===== src/hw/rtl/sha1v_pkg.sv =====
// Shared types, constants and state codes for the modified SHA-1 hash block.
`default_nettype none

package sha1v_pkg;

   typedef logic [31:0] word_type;

   // Input function codes
   localparam logic FUNC_APPEND = 1'b0;
   localparam logic FUNC_FINISH = 1'b1;

   // Round constants of the altered schedule
   localparam word_type K_PAR_LO = 32'h6ED9EBA1;
   localparam word_type K_MAJ    = 32'h8F1BBCDC;
   localparam word_type K_PAR_HI = 32'hCA62C1D6;

   localparam word_type INIT_CHAIN [5] = '{
      32'h67452301, 32'hEFCDAB89, 32'h98BADCFE, 32'h10325476, 32'hC3D2E1F0
   };

   localparam int CHAIN_WORDS = 5;
   localparam int SCHED_WORDS = 16;
   localparam int ROUNDS      = 80;
   localparam int PAR_LO_END  = 20;
   localparam int MAJ_END     = 60;

   localparam int BLOCK_BYTES = 64;
   localparam int LEN_POS     = 56;
   localparam logic [7:0] PAD_MARK = 8'h80;
   localparam logic [7:0] PAD_ZERO = 8'h00;

   typedef enum logic [3:0] {
      ST_IDLE,
      ST_WAIT_BLK,
      ST_PAD_MARK,
      ST_PAD_ZERO,
      ST_PAD_WAIT,
      ST_PAD_LEN,
      ST_FINAL_WAIT,
      ST_EMIT
   } state_type;

   // Sequencer to compression core
   typedef struct packed {
      logic       push;       // shift push_data into the block buffer
      logic       last;       // this byte completes the block: compress
      logic [7:0] push_data;
      logic       restart;    // reload the initial chaining words
   } ctl_type;

   // Compression core to sequencer
   typedef struct packed {
      logic busy;
   } status_type;

endpackage

`default_nettype wire


===== src/hw/rtl/sha1v_req_if.sv =====
// Request channel interface: valid/ready plus function and data byte.
`default_nettype none

interface sha1v_req_if;
   logic       valid;
   logic       ready;
   logic       func;
   logic [7:0] data_byte;

   modport source (output valid, output func, output data_byte, input ready);
   modport sink   (input valid, input func, input data_byte, output ready);
endinterface

`default_nettype wire


===== src/hw/rtl/sha1v_rsp_if.sv =====
// Response channel interface: valid/ready plus one digest word beat.
`default_nettype none

interface sha1v_rsp_if;
   logic        valid;
   logic        ready;
   logic [31:0] digest_word;
   logic [2:0]  word_index;
   logic        last_word;

   modport source (output valid, output digest_word, output word_index,
                   output last_word, input ready);
   modport sink   (input valid, input digest_word, input word_index,
                   input last_word, output ready);
endinterface

`default_nettype wire


===== src/hw/rtl/sha1v_core.sv =====
// Compression core: byte-fed block buffer, one round per cycle, chaining words.
`default_nettype none

module sha1v_core (
   input  logic                  clock,
   input  logic                  reset,
   input  sha1v_pkg::ctl_type    ctl,
   input  logic [2:0]            rd_index,
   output sha1v_pkg::word_type   rd_word,
   output sha1v_pkg::status_type status
);

   localparam logic [6:0] LAST_ROUND = 7'(sha1v_pkg::ROUNDS - 1);
   localparam logic [6:0] SCHED_END  = 7'(sha1v_pkg::SCHED_WORDS);
   localparam logic [6:0] PAR_LO_END = 7'(sha1v_pkg::PAR_LO_END);
   localparam logic [6:0] MAJ_END    = 7'(sha1v_pkg::MAJ_END);

   // win_ff doubles as block buffer (bytes shift in) and schedule window;
   // entry 15 is the newest word.
   sha1v_pkg::word_type win_ff [sha1v_pkg::SCHED_WORDS];
   sha1v_pkg::word_type chain_ff [sha1v_pkg::CHAIN_WORDS];
   sha1v_pkg::word_type a_ff, b_ff, c_ff, d_ff, e_ff;
   logic [6:0]          round_ff;
   logic                busy_ff;
   logic                fin_ff;

   sha1v_pkg::word_type mix;
   sha1v_pkg::word_type w_cur;
   sha1v_pkg::word_type f_cur;
   sha1v_pkg::word_type k_cur;
   sha1v_pkg::word_type t_sum;
   logic                stepping;

   assign stepping = busy_ff && !fin_ff;

   always_comb begin
      mix = win_ff[13] ^ win_ff[8] ^ win_ff[2] ^ win_ff[0];
      if (round_ff < SCHED_END) begin
         w_cur = win_ff[0];
      end else begin
         w_cur = {mix[30:0], mix[31]};
      end
      if (round_ff < PAR_LO_END) begin
         f_cur = b_ff ^ c_ff ^ d_ff;
         k_cur = sha1v_pkg::K_PAR_LO;
      end else if (round_ff < MAJ_END) begin
         f_cur = (b_ff & c_ff) | (b_ff & d_ff) | (c_ff & d_ff);
         k_cur = sha1v_pkg::K_MAJ;
      end else begin
         f_cur = b_ff ^ c_ff ^ d_ff;
         k_cur = sha1v_pkg::K_PAR_HI;
      end
      // shared round adder
      t_sum = {a_ff[26:0], a_ff[31:27]} + f_cur + e_ff + w_cur + k_cur;
   end

   // control and chaining state
   always_ff @(posedge clock) begin
      if (reset) begin
         busy_ff  <= 1'b0;
         fin_ff   <= 1'b0;
         round_ff <= '0;
         for (int i = 0; i < sha1v_pkg::CHAIN_WORDS; i++) begin
            chain_ff[i] <= sha1v_pkg::INIT_CHAIN[i];
         end
      end else begin
         if (ctl.push && ctl.last) begin
            busy_ff  <= 1'b1;
            round_ff <= '0;
         end else if (busy_ff) begin
            if (fin_ff) begin
               busy_ff <= 1'b0;
               fin_ff  <= 1'b0;
            end else if (round_ff == LAST_ROUND) begin
               fin_ff <= 1'b1;
            end else begin
               round_ff <= round_ff + 7'd1;
            end
         end
         if (ctl.restart) begin
            for (int i = 0; i < sha1v_pkg::CHAIN_WORDS; i++) begin
               chain_ff[i] <= sha1v_pkg::INIT_CHAIN[i];
            end
         end else if (busy_ff && fin_ff) begin
            chain_ff[0] <= chain_ff[0] + a_ff;
            chain_ff[1] <= chain_ff[1] + b_ff;
            chain_ff[2] <= chain_ff[2] + c_ff;
            chain_ff[3] <= chain_ff[3] + d_ff;
            chain_ff[4] <= chain_ff[4] + e_ff;
         end
      end
   end

   // buffer, schedule and working words
   always_ff @(posedge clock) begin
      if (ctl.push) begin
         for (int i = 0; i < sha1v_pkg::SCHED_WORDS - 1; i++) begin
            win_ff[i] <= {win_ff[i][23:0], win_ff[i + 1][31:24]};
         end
         win_ff[sha1v_pkg::SCHED_WORDS - 1] <=
            {win_ff[sha1v_pkg::SCHED_WORDS - 1][23:0], ctl.push_data};
      end else if (stepping) begin
         for (int i = 0; i < sha1v_pkg::SCHED_WORDS - 1; i++) begin
            win_ff[i] <= win_ff[i + 1];
         end
         win_ff[sha1v_pkg::SCHED_WORDS - 1] <= w_cur;
      end
      if (ctl.push && ctl.last) begin
         a_ff <= chain_ff[0];
         b_ff <= chain_ff[1];
         c_ff <= chain_ff[2];
         d_ff <= chain_ff[3];
         e_ff <= chain_ff[4];
      end else if (stepping) begin
         e_ff <= d_ff;
         d_ff <= c_ff;
         c_ff <= {b_ff[1:0], b_ff[31:2]};
         b_ff <= a_ff;
         a_ff <= t_sum;
      end
   end

   assign rd_word     = chain_ff[rd_index];
   assign status.busy = busy_ff;

endmodule

`default_nettype wire


===== src/hw/rtl/sha1v_variant_hash.sv =====
// Top level: byte sequencer, padding and digest output around the core.
// Append beat: the 64th byte of a block starts its compression; no request is
// taken until it ends. Finish beat: padding pushes one byte a cycle (64 - fill
// bytes, or 128 - fill, pausing for an extra compression, when the fill is 56 or
// more), then compression, then five digest beats, one per cycle when the sink is ready.
// Reset (synchronous, active high) loads the initial chaining words and clears
// the fill count, bit length and sequencer; the block buffer is not cleared.
`default_nettype none

module sha1_variant_hash (
   input  logic          clock,
   input  logic          reset,
   sha1v_req_if.sink     req_bus,
   sha1v_rsp_if.source   rsp_bus
);

   localparam logic [5:0] LAST_BYTE = 6'(sha1v_pkg::BLOCK_BYTES - 1);
   localparam logic [5:0] PRE_LEN   = 6'(sha1v_pkg::LEN_POS - 1);
   localparam logic [2:0] LAST_IDX  = 3'(sha1v_pkg::CHAIN_WORDS - 1);

   sha1v_pkg::state_type  state_ff, state_in;
   logic [5:0]            byte_count_ff, byte_count_in;   // bytes in buffer
   logic [63:0]           total_bits_ff, total_bits_in;   // message length
   logic [2:0]            idx_ff, idx_in;                 // digest word out

   sha1v_pkg::ctl_type    ctl;
   sha1v_pkg::status_type status;
   sha1v_pkg::word_type   rd_word;

   logic                  req_beat;
   logic                  rsp_beat;

   assign req_beat = req_bus.valid && req_bus.ready;
   assign rsp_beat = rsp_bus.valid && rsp_bus.ready;

   sha1v_core u_core (
      .clock    (clock),
      .reset    (reset),
      .ctl      (ctl),
      .rd_index (idx_ff),
      .rd_word  (rd_word),
      .status   (status)
   );

   always_ff @(posedge clock) begin
      if (reset) begin
         state_ff      <= sha1v_pkg::ST_IDLE;
         byte_count_ff <= '0;
         total_bits_ff <= '0;
         idx_ff        <= '0;
      end else begin
         state_ff      <= state_in;
         byte_count_ff <= byte_count_in;
         total_bits_ff <= total_bits_in;
         idx_ff        <= idx_in;
      end
   end

   always_comb begin
      state_in       = state_ff;
      byte_count_in  = byte_count_ff;
      total_bits_in  = total_bits_ff;
      idx_in         = idx_ff;
      ctl            = '0;
      req_bus.ready  = 1'b0;
      rsp_bus.valid  = 1'b0;

      case (state_ff)
         sha1v_pkg::ST_IDLE: begin
            req_bus.ready = 1'b1;
            if (req_beat) begin
               if (req_bus.func == sha1v_pkg::FUNC_APPEND) begin
                  ctl.push      = 1'b1;
                  ctl.push_data = req_bus.data_byte;
                  ctl.last      = (byte_count_ff == LAST_BYTE);
                  byte_count_in = byte_count_ff + 6'd1;
                  total_bits_in = total_bits_ff + 64'd8;
                  if (ctl.last) begin
                     state_in = sha1v_pkg::ST_WAIT_BLK;
                  end
               end else begin
                  state_in = sha1v_pkg::ST_PAD_MARK;
               end
            end
         end

         // full block in flight; no beat until the core is done
         sha1v_pkg::ST_WAIT_BLK: begin
            if (!status.busy) begin
               state_in = sha1v_pkg::ST_IDLE;
            end
         end

         sha1v_pkg::ST_PAD_MARK: begin
            ctl.push      = 1'b1;
            ctl.push_data = sha1v_pkg::PAD_MARK;
            ctl.last      = (byte_count_ff == LAST_BYTE);
            byte_count_in = byte_count_ff + 6'd1;
            if (ctl.last) begin
               state_in = sha1v_pkg::ST_PAD_WAIT;
            end else if (byte_count_ff == PRE_LEN) begin
               state_in = sha1v_pkg::ST_PAD_LEN;
            end else begin
               state_in = sha1v_pkg::ST_PAD_ZERO;
            end
         end

         // zero fill, either up to the length field or to the end of a
         // block that has no room left for it
         sha1v_pkg::ST_PAD_ZERO: begin
            ctl.push      = 1'b1;
            ctl.push_data = sha1v_pkg::PAD_ZERO;
            ctl.last      = (byte_count_ff == LAST_BYTE);
            byte_count_in = byte_count_ff + 6'd1;
            if (ctl.last) begin
               state_in = sha1v_pkg::ST_PAD_WAIT;
            end else if (byte_count_ff == PRE_LEN) begin
               state_in = sha1v_pkg::ST_PAD_LEN;
            end
         end

         sha1v_pkg::ST_PAD_WAIT: begin
            if (!status.busy) begin
               state_in = sha1v_pkg::ST_PAD_ZERO;
            end
         end

         // length field, most significant byte first
         sha1v_pkg::ST_PAD_LEN: begin
            ctl.push      = 1'b1;
            ctl.push_data = total_bits_ff[63:56];
            ctl.last      = (byte_count_ff == LAST_BYTE);
            byte_count_in = byte_count_ff + 6'd1;
            total_bits_in = {total_bits_ff[55:0], 8'h00};
            if (ctl.last) begin
               state_in = sha1v_pkg::ST_FINAL_WAIT;
            end
         end

         sha1v_pkg::ST_FINAL_WAIT: begin
            if (!status.busy) begin
               idx_in   = '0;
               state_in = sha1v_pkg::ST_EMIT;
            end
         end

         sha1v_pkg::ST_EMIT: begin
            rsp_bus.valid = 1'b1;
            if (rsp_beat) begin
               idx_in = idx_ff + 3'd1;
               if (idx_ff == LAST_IDX) begin
                  ctl.restart   = 1'b1;
                  byte_count_in = '0;
                  total_bits_in = '0;
                  idx_in        = '0;
                  state_in      = sha1v_pkg::ST_IDLE;
               end
            end
         end

         default: begin
            state_in = sha1v_pkg::ST_IDLE;
         end
      endcase
   end

   // digest words come straight from the chaining registers
   assign rsp_bus.digest_word = rd_word;
   assign rsp_bus.word_index  = idx_ff;
   assign rsp_bus.last_word   = (idx_ff == LAST_IDX);

   // A byte is never pushed while the core compresses a block.
   a_no_push_busy: assert property (@(posedge clock) disable iff (reset)
      status.busy |-> !ctl.push)
      else $error("byte pushed during compression");

   // The byte that completes a block starts the core.
   a_last_starts: assert property (@(posedge clock) disable iff (reset)
      (ctl.push && ctl.last) |=> status.busy)
      else $error("block completion did not start compression");

   // No new request while a digest is being delivered.
   a_one_item: assert property (@(posedge clock) disable iff (reset)
      rsp_bus.valid |-> !req_bus.ready)
      else $error("request taken during digest output");

   // After the final digest beat the message state is back at its start.
   a_restart: assert property (@(posedge clock) disable iff (reset)
      (rsp_beat && rsp_bus.last_word) |=>
         (byte_count_ff == 6'd0 && total_bits_ff == 64'd0 && !rsp_bus.valid))
      else $error("message state not restarted after digest");

endmodule

`default_nettype wire

===== src/flat_wrapper.sv =====
// flat-port wrapper written by rule: the top's interface ports become plain ports
module sha1_variant_hash_flat 
  (clock, reset, req_bus_valid, req_bus_func, req_bus_data_byte, req_bus_ready, rsp_bus_valid, rsp_bus_digest_word, rsp_bus_word_index, rsp_bus_last_word, rsp_bus_ready);
  sha1v_req_if req_bus_i ();
  sha1v_rsp_if rsp_bus_i ();
  input  logic clock;
  input  logic reset;
  input wire logic [$bits(req_bus_i.valid)-1:0] req_bus_valid;
  input wire logic [$bits(req_bus_i.func)-1:0] req_bus_func;
  input wire logic [$bits(req_bus_i.data_byte)-1:0] req_bus_data_byte;
  output wire logic [$bits(req_bus_i.ready)-1:0] req_bus_ready;
  output wire logic [$bits(rsp_bus_i.valid)-1:0] rsp_bus_valid;
  output wire logic [$bits(rsp_bus_i.digest_word)-1:0] rsp_bus_digest_word;
  output wire logic [$bits(rsp_bus_i.word_index)-1:0] rsp_bus_word_index;
  output wire logic [$bits(rsp_bus_i.last_word)-1:0] rsp_bus_last_word;
  input wire logic [$bits(rsp_bus_i.ready)-1:0] rsp_bus_ready;
  assign req_bus_i.valid = req_bus_valid;
  assign req_bus_i.func = req_bus_func;
  assign req_bus_i.data_byte = req_bus_data_byte;
  assign req_bus_ready = req_bus_i.ready;
  assign rsp_bus_valid = rsp_bus_i.valid;
  assign rsp_bus_digest_word = rsp_bus_i.digest_word;
  assign rsp_bus_word_index = rsp_bus_i.word_index;
  assign rsp_bus_last_word = rsp_bus_i.last_word;
  assign rsp_bus_i.ready = rsp_bus_ready;
  sha1_variant_hash u_core (.clock(clock), .reset(reset), .req_bus(req_bus_i), .rsp_bus(rsp_bus_i));
endmodule

===== config.mk =====
export PLATFORM = sky130hd
export DESIGN_NAME = sha1_variant_hash_flat
export DESIGN_NICKNAME = d
export VERILOG_FILES = /design/src/hw/rtl/sha1v_pkg.sv /design/src/hw/rtl/sha1v_req_if.sv /design/src/hw/rtl/sha1v_rsp_if.sv /design/src/hw/rtl/sha1v_core.sv /design/src/hw/rtl/sha1v_variant_hash.sv /design/src/flat_wrapper.sv
export SDC_FILE = /design/constraint.sdc
export NUM_CORES = 2
export LEC_CHECK = 0
export BUFFER_PORTS_ARGS = -buffer_cell sky130_fd_sc_hd__buf_4
export CORE_ASPECT_RATIO = 0.6
export CORE_UTILIZATION = 55
export CTS_CLUSTER_SIZE = 14
export DETAILED_ROUTE_END_ITERATION = 6
export PLACE_DENSITY = 0.76
export SKIP_LAST_GASP = 1
export SLEW_MARGIN = 30
export SYNTH_ARGS = -nofsm -noshare
export SYNTH_HDL_FRONTEND = slang
export SYNTH_SLANG_ARGS = --single-unit

===== constraint.sdc =====
create_clock -name clock -period 34.8 [get_ports clock]
set_input_delay 0 -clock clock [delete_from_list [all_inputs] [get_ports clock]]
set_output_delay 0 -clock clock [all_outputs]
set_load 0.01 [all_outputs]

==> key figures <==
STA
  • RSZ-0062 raised after global routing: no
  • Final hold slack: about 110 ps
  • Fmax: approximately 0.14 GHz
  • Final-report hold violation count: 0
  • Relative slew margins: between 20% and 30%
  • Fin. max-slew vios: 0
  • TNS Setup: 0 ps
  • Skew final: 26.0 ps
  • Crit share post-route: 20.5%
  • Endpoints failing setup: 0
  • Tmin final: 7140 ps
  • Tightest Pin Transition: 1130 ps
  • Min setup slack post-route: about 28000 ps

Critical path
  • CP max FO: 23
  • Req. time, crit path: roughly 35000 ps
  • CP Capture Type: flip-flop
  • Worst reg2reg endpoint: u_core.u_core.a_ff[30]
  • RR Startpoint: u_core.u_core.round_ff[4]
  • WS Path Type: reg -> reg
  • Crit path launch type: flip-flop
  • Reg2Reg Depth: 20
  • CP Data Arrival Time: 7530 ps
  • R2R setup slack: roughly 28000 ps

Clock network
  • Worst-path clk slew: 60 ps
  • Post-CTS setup buffers: 0
  • Num CTS Buffers: 84
  • Clock sinks: roughly 920
  • Worst-Skew Late Latency: around 700 ps
  • # H-tree levels: 3
  • CTS tree: done
  • CTS Buffer Depth: 3
  • Root Driver: clkbuf_16

Logic synthesis
  • Synth top area cells: edfxtp_1 (47%), mux2_2 (7.9%), nand2_1 (7.4%)
  • Mapped Cells: 4919
  • Largest area contributor in the netlist: edfxtp_1
  • Yosys warns: 0
  • Post-synth EDFFs: about 830
  • Seq cells post-synth: a little over 900
  • Post-synthesis average cell area: ~11 sq um
  • Synth Cell Area: 0.0533 sq mm
  • Post-synth net total: 5253
  • Count of different cell masters after synthesis: 91
  • Most frequent cell after synthesis: nand2_1
  • Leading register cell type out of synthesis: edfxtp_1
  • FFs w/ async S/R, synth: 0%
  • Seq/Total Area, Yosys: 50.1%
  • Synth top cells by count: nand2_1 (1047), edfxtp_1 (832), mux2_2 (374)
  • Yosys top cell area share: a little under half

Pwr
  • Max rail drop VDD: ~0.041 mV
  • Pleak: 21.7 nW
  • Power Total: approximately 2.9 mW
  • Cell Pwr Density: between 50 and 60 mW/mm^2

Die
  • Initial Utilization: a little under three fifths
  • Placeable Area: a little under 0.1 sq mm
  • Die width: around 400 microns
  • I/O Pins: between 50 and 60
  • Num rows: 88
  • Die Ht: 243 microns
  • Die area: 0.0982 sq mm

Worst hold path
  • Hold path cells: 6
  • Hold endpoint: u_core.total_bits_ff[4]
  • Hold Crit Start: req_bus_valid
  • Worst hold path class: in -> reg

Cells and area
  • Fin util: 60.2%
  • Layout cell share with drive strength beyond 1: between 10% and 20%
  • Layout overhead on the synthesized area: 8.34%
  • NumNets Final: between 5000 and 6000

Placed design
  • Port Buffers: 50
  • Worst slack, placed: 27870 ps
  • DP HPWL: between 90000 and 100000 microns
  • Gpl congestion: ~0.96

Detailed routing
  • Routed vias/inst: about 6.2
  • Routed wire length per instance: between 20 and 25 microns
  • Via count of the routed design: 38570
  • Total Wirelength: 139000 microns
  • Post-DRT Antenna Nets: 0
  • DR pass1 iterations: 7
  • First DRT Iteration DRCs: between 5000 and 6000
  • DR DRC count: 0

Job
  • Max-cap violations: 0

Global routing
  • Global Route Usage Sum: around 28%
  • Vias in the first global route: approximately 35000
  • Grt total ovfl: 0
  • Global-route wire length before repair: ~210000 microns
  • Largest net degree at the start of global routing: about 190
  • Initial antenna violation count: 1

Run status
  • Outcome: complete, no violations
[cell usage in the layout (no fill, tap or decap), drive strengths merged, types with 13 or more instances in the layout]
master / instances
o21ai: 231
a22oi: 16
clkinv: 24
mux4: 32
dfxtp: 85
o31ai: 13
clkbuf: 107
nor3: 79
or3: 26
nor2b: 22
a21oi: 260
o21a: 29
mux2: 374
fa: 123
edfxtp: 832
nand3: 70
nor4: 14
o21bai: 20
nand4: 30
xor2: 95
xnor2: 156
inv: 277
nand2b: 28
and2: 23
a21o: 63
mux2i: 23
o211ai: 17
and3: 16
a31oi: 26
ha: 198
a211oi: 42
nor2: 274
a21boi: 14
buf: 92
nand2: 1047
[layout make-up]
| class | count | area, sq um |
|---|---|---|
| inverters | 272 | 1020 |
| clock inverters | 37 | 369 |
| diodes | 2 | 5.00 |
| well taps | 1305 | 1630 |
| multi-input cells | 3522 | 24900 |
| repair buffers | 104 | 915 |
| flip-flops and latches | 917 | 26700 |
| fillers | 7778 | 38300 |
| clock buffers | 107 | 2230 |
[where the power goes]
part / total [mW] / internal (mW) / switching [mW]
Sequential: 1.47 / 1.39 / 0.0819
Clock: 0.923 / 0.493 / 0.430
Combinational: 0.555 / 0.217 / 0.338
Total: 2.95 / 2.10 / 0.850
[stage by stage]
stage | std cells | cell area [sq um]
2_1_floorplan | 4919 | 53300
3_3_place_gp | 6105 | 54900
3_5_place_dp | 6107 | 55000
4_1_cts | 6263 | 57700
5_1_grt | 6265 | 57800
6_report | 6266 | 57800
[repair_timing]
action | in CTS | in global routing
resized for setup | 0 | 0
hold buffers | 12 | 0
endpoints found under the hold margin | 34 | 0
[worst max path at each step]
stage | start | end | slack [ps] | cells past startpoint
3_3_place_gp | u_core.u_core.round_ff[4] | u_core.u_core.a_ff[30] | 27960 | 20
5_1_grt | u_core.u_core.round_ff[4] | u_core.u_core.a_ff[30] | 27290 | 20
2_1_floorplan | u_core.state_ff[0] | u_core.u_core.win_ff[0][0] | 21050 | 8
3_5_place_dp | u_core.u_core.round_ff[4] | u_core.u_core.a_ff[30] | 27870 | 20
6_report | u_core.u_core.round_ff[4] | u_core.u_core.a_ff[30] | 27660 | 20
4_1_cts | u_core.u_core.round_ff[4] | u_core.u_core.a_ff[30] | 27810 | 20
[flip-flops by register name, indices dropped and copies added, names as in the netlist, named ones only]
signal,cells
u_core.u_core.win_ff,512
u_core.u_core.chain_ff,160
u_core.total_bits_ff,61
u_core.u_core.a_ff,32
u_core.u_core.b_ff,32
u_core.u_core.c_ff,32
u_core.u_core.d_ff,32
u_core.u_core.e_ff,32
u_core.u_core.round_ff,7
u_core.byte_count_ff,6
u_core.rsp_bus.word_index,3
u_core.state_ff,3
u_core.u_core.fin_ff,1
u_core.u_core.status,1
[per-layer routing]
layer | vias to the layer above | wire [microns] | track usage, %
met2 | 2225 | 53300 | 35.5
met4 | 0 | 2820 | 6.33
met1 | 18666 | 63500 | 45.4
met3 | 194 | 19400 | 9.01
met5 | - | 0 | 0
li1 | 17485 | - | -
[kinds of logic (layout without fill, tap and decap cells)]
family          Yosys count  after routing  share of synthesized area, %
compound gates          844            844                          9.92
xor+xnor                252            252                          4.17
fa+ha+maj               321            321                          9.27
buf+inv                 480            520                          3.46
flops                   917            917                          50.1
mux                     429            429                          9.68
other cells               0              2                             0
simple gates           1676           1676                          13.5
[worst max-delay path, cell delays in order, from the launching register on]
cell       delay, ps
dfxtp_1          440
o21ai_0          140
nand2_1          590
inv_1            400
nor2_4           610
buf_4            490
mux2_2           400
fa_1             480
inv_1             50
fa_1             490
inv_1             40
ha_1             240
a211oi_1         270
o21bai_1         170
o2111ai_1        270
a21oi_1          180
o32ai_2          650
o21ai_0          260
o41ai_1          360
xor2_1           180
a21oi_1           80
Power figures use the tool's default switching activity.
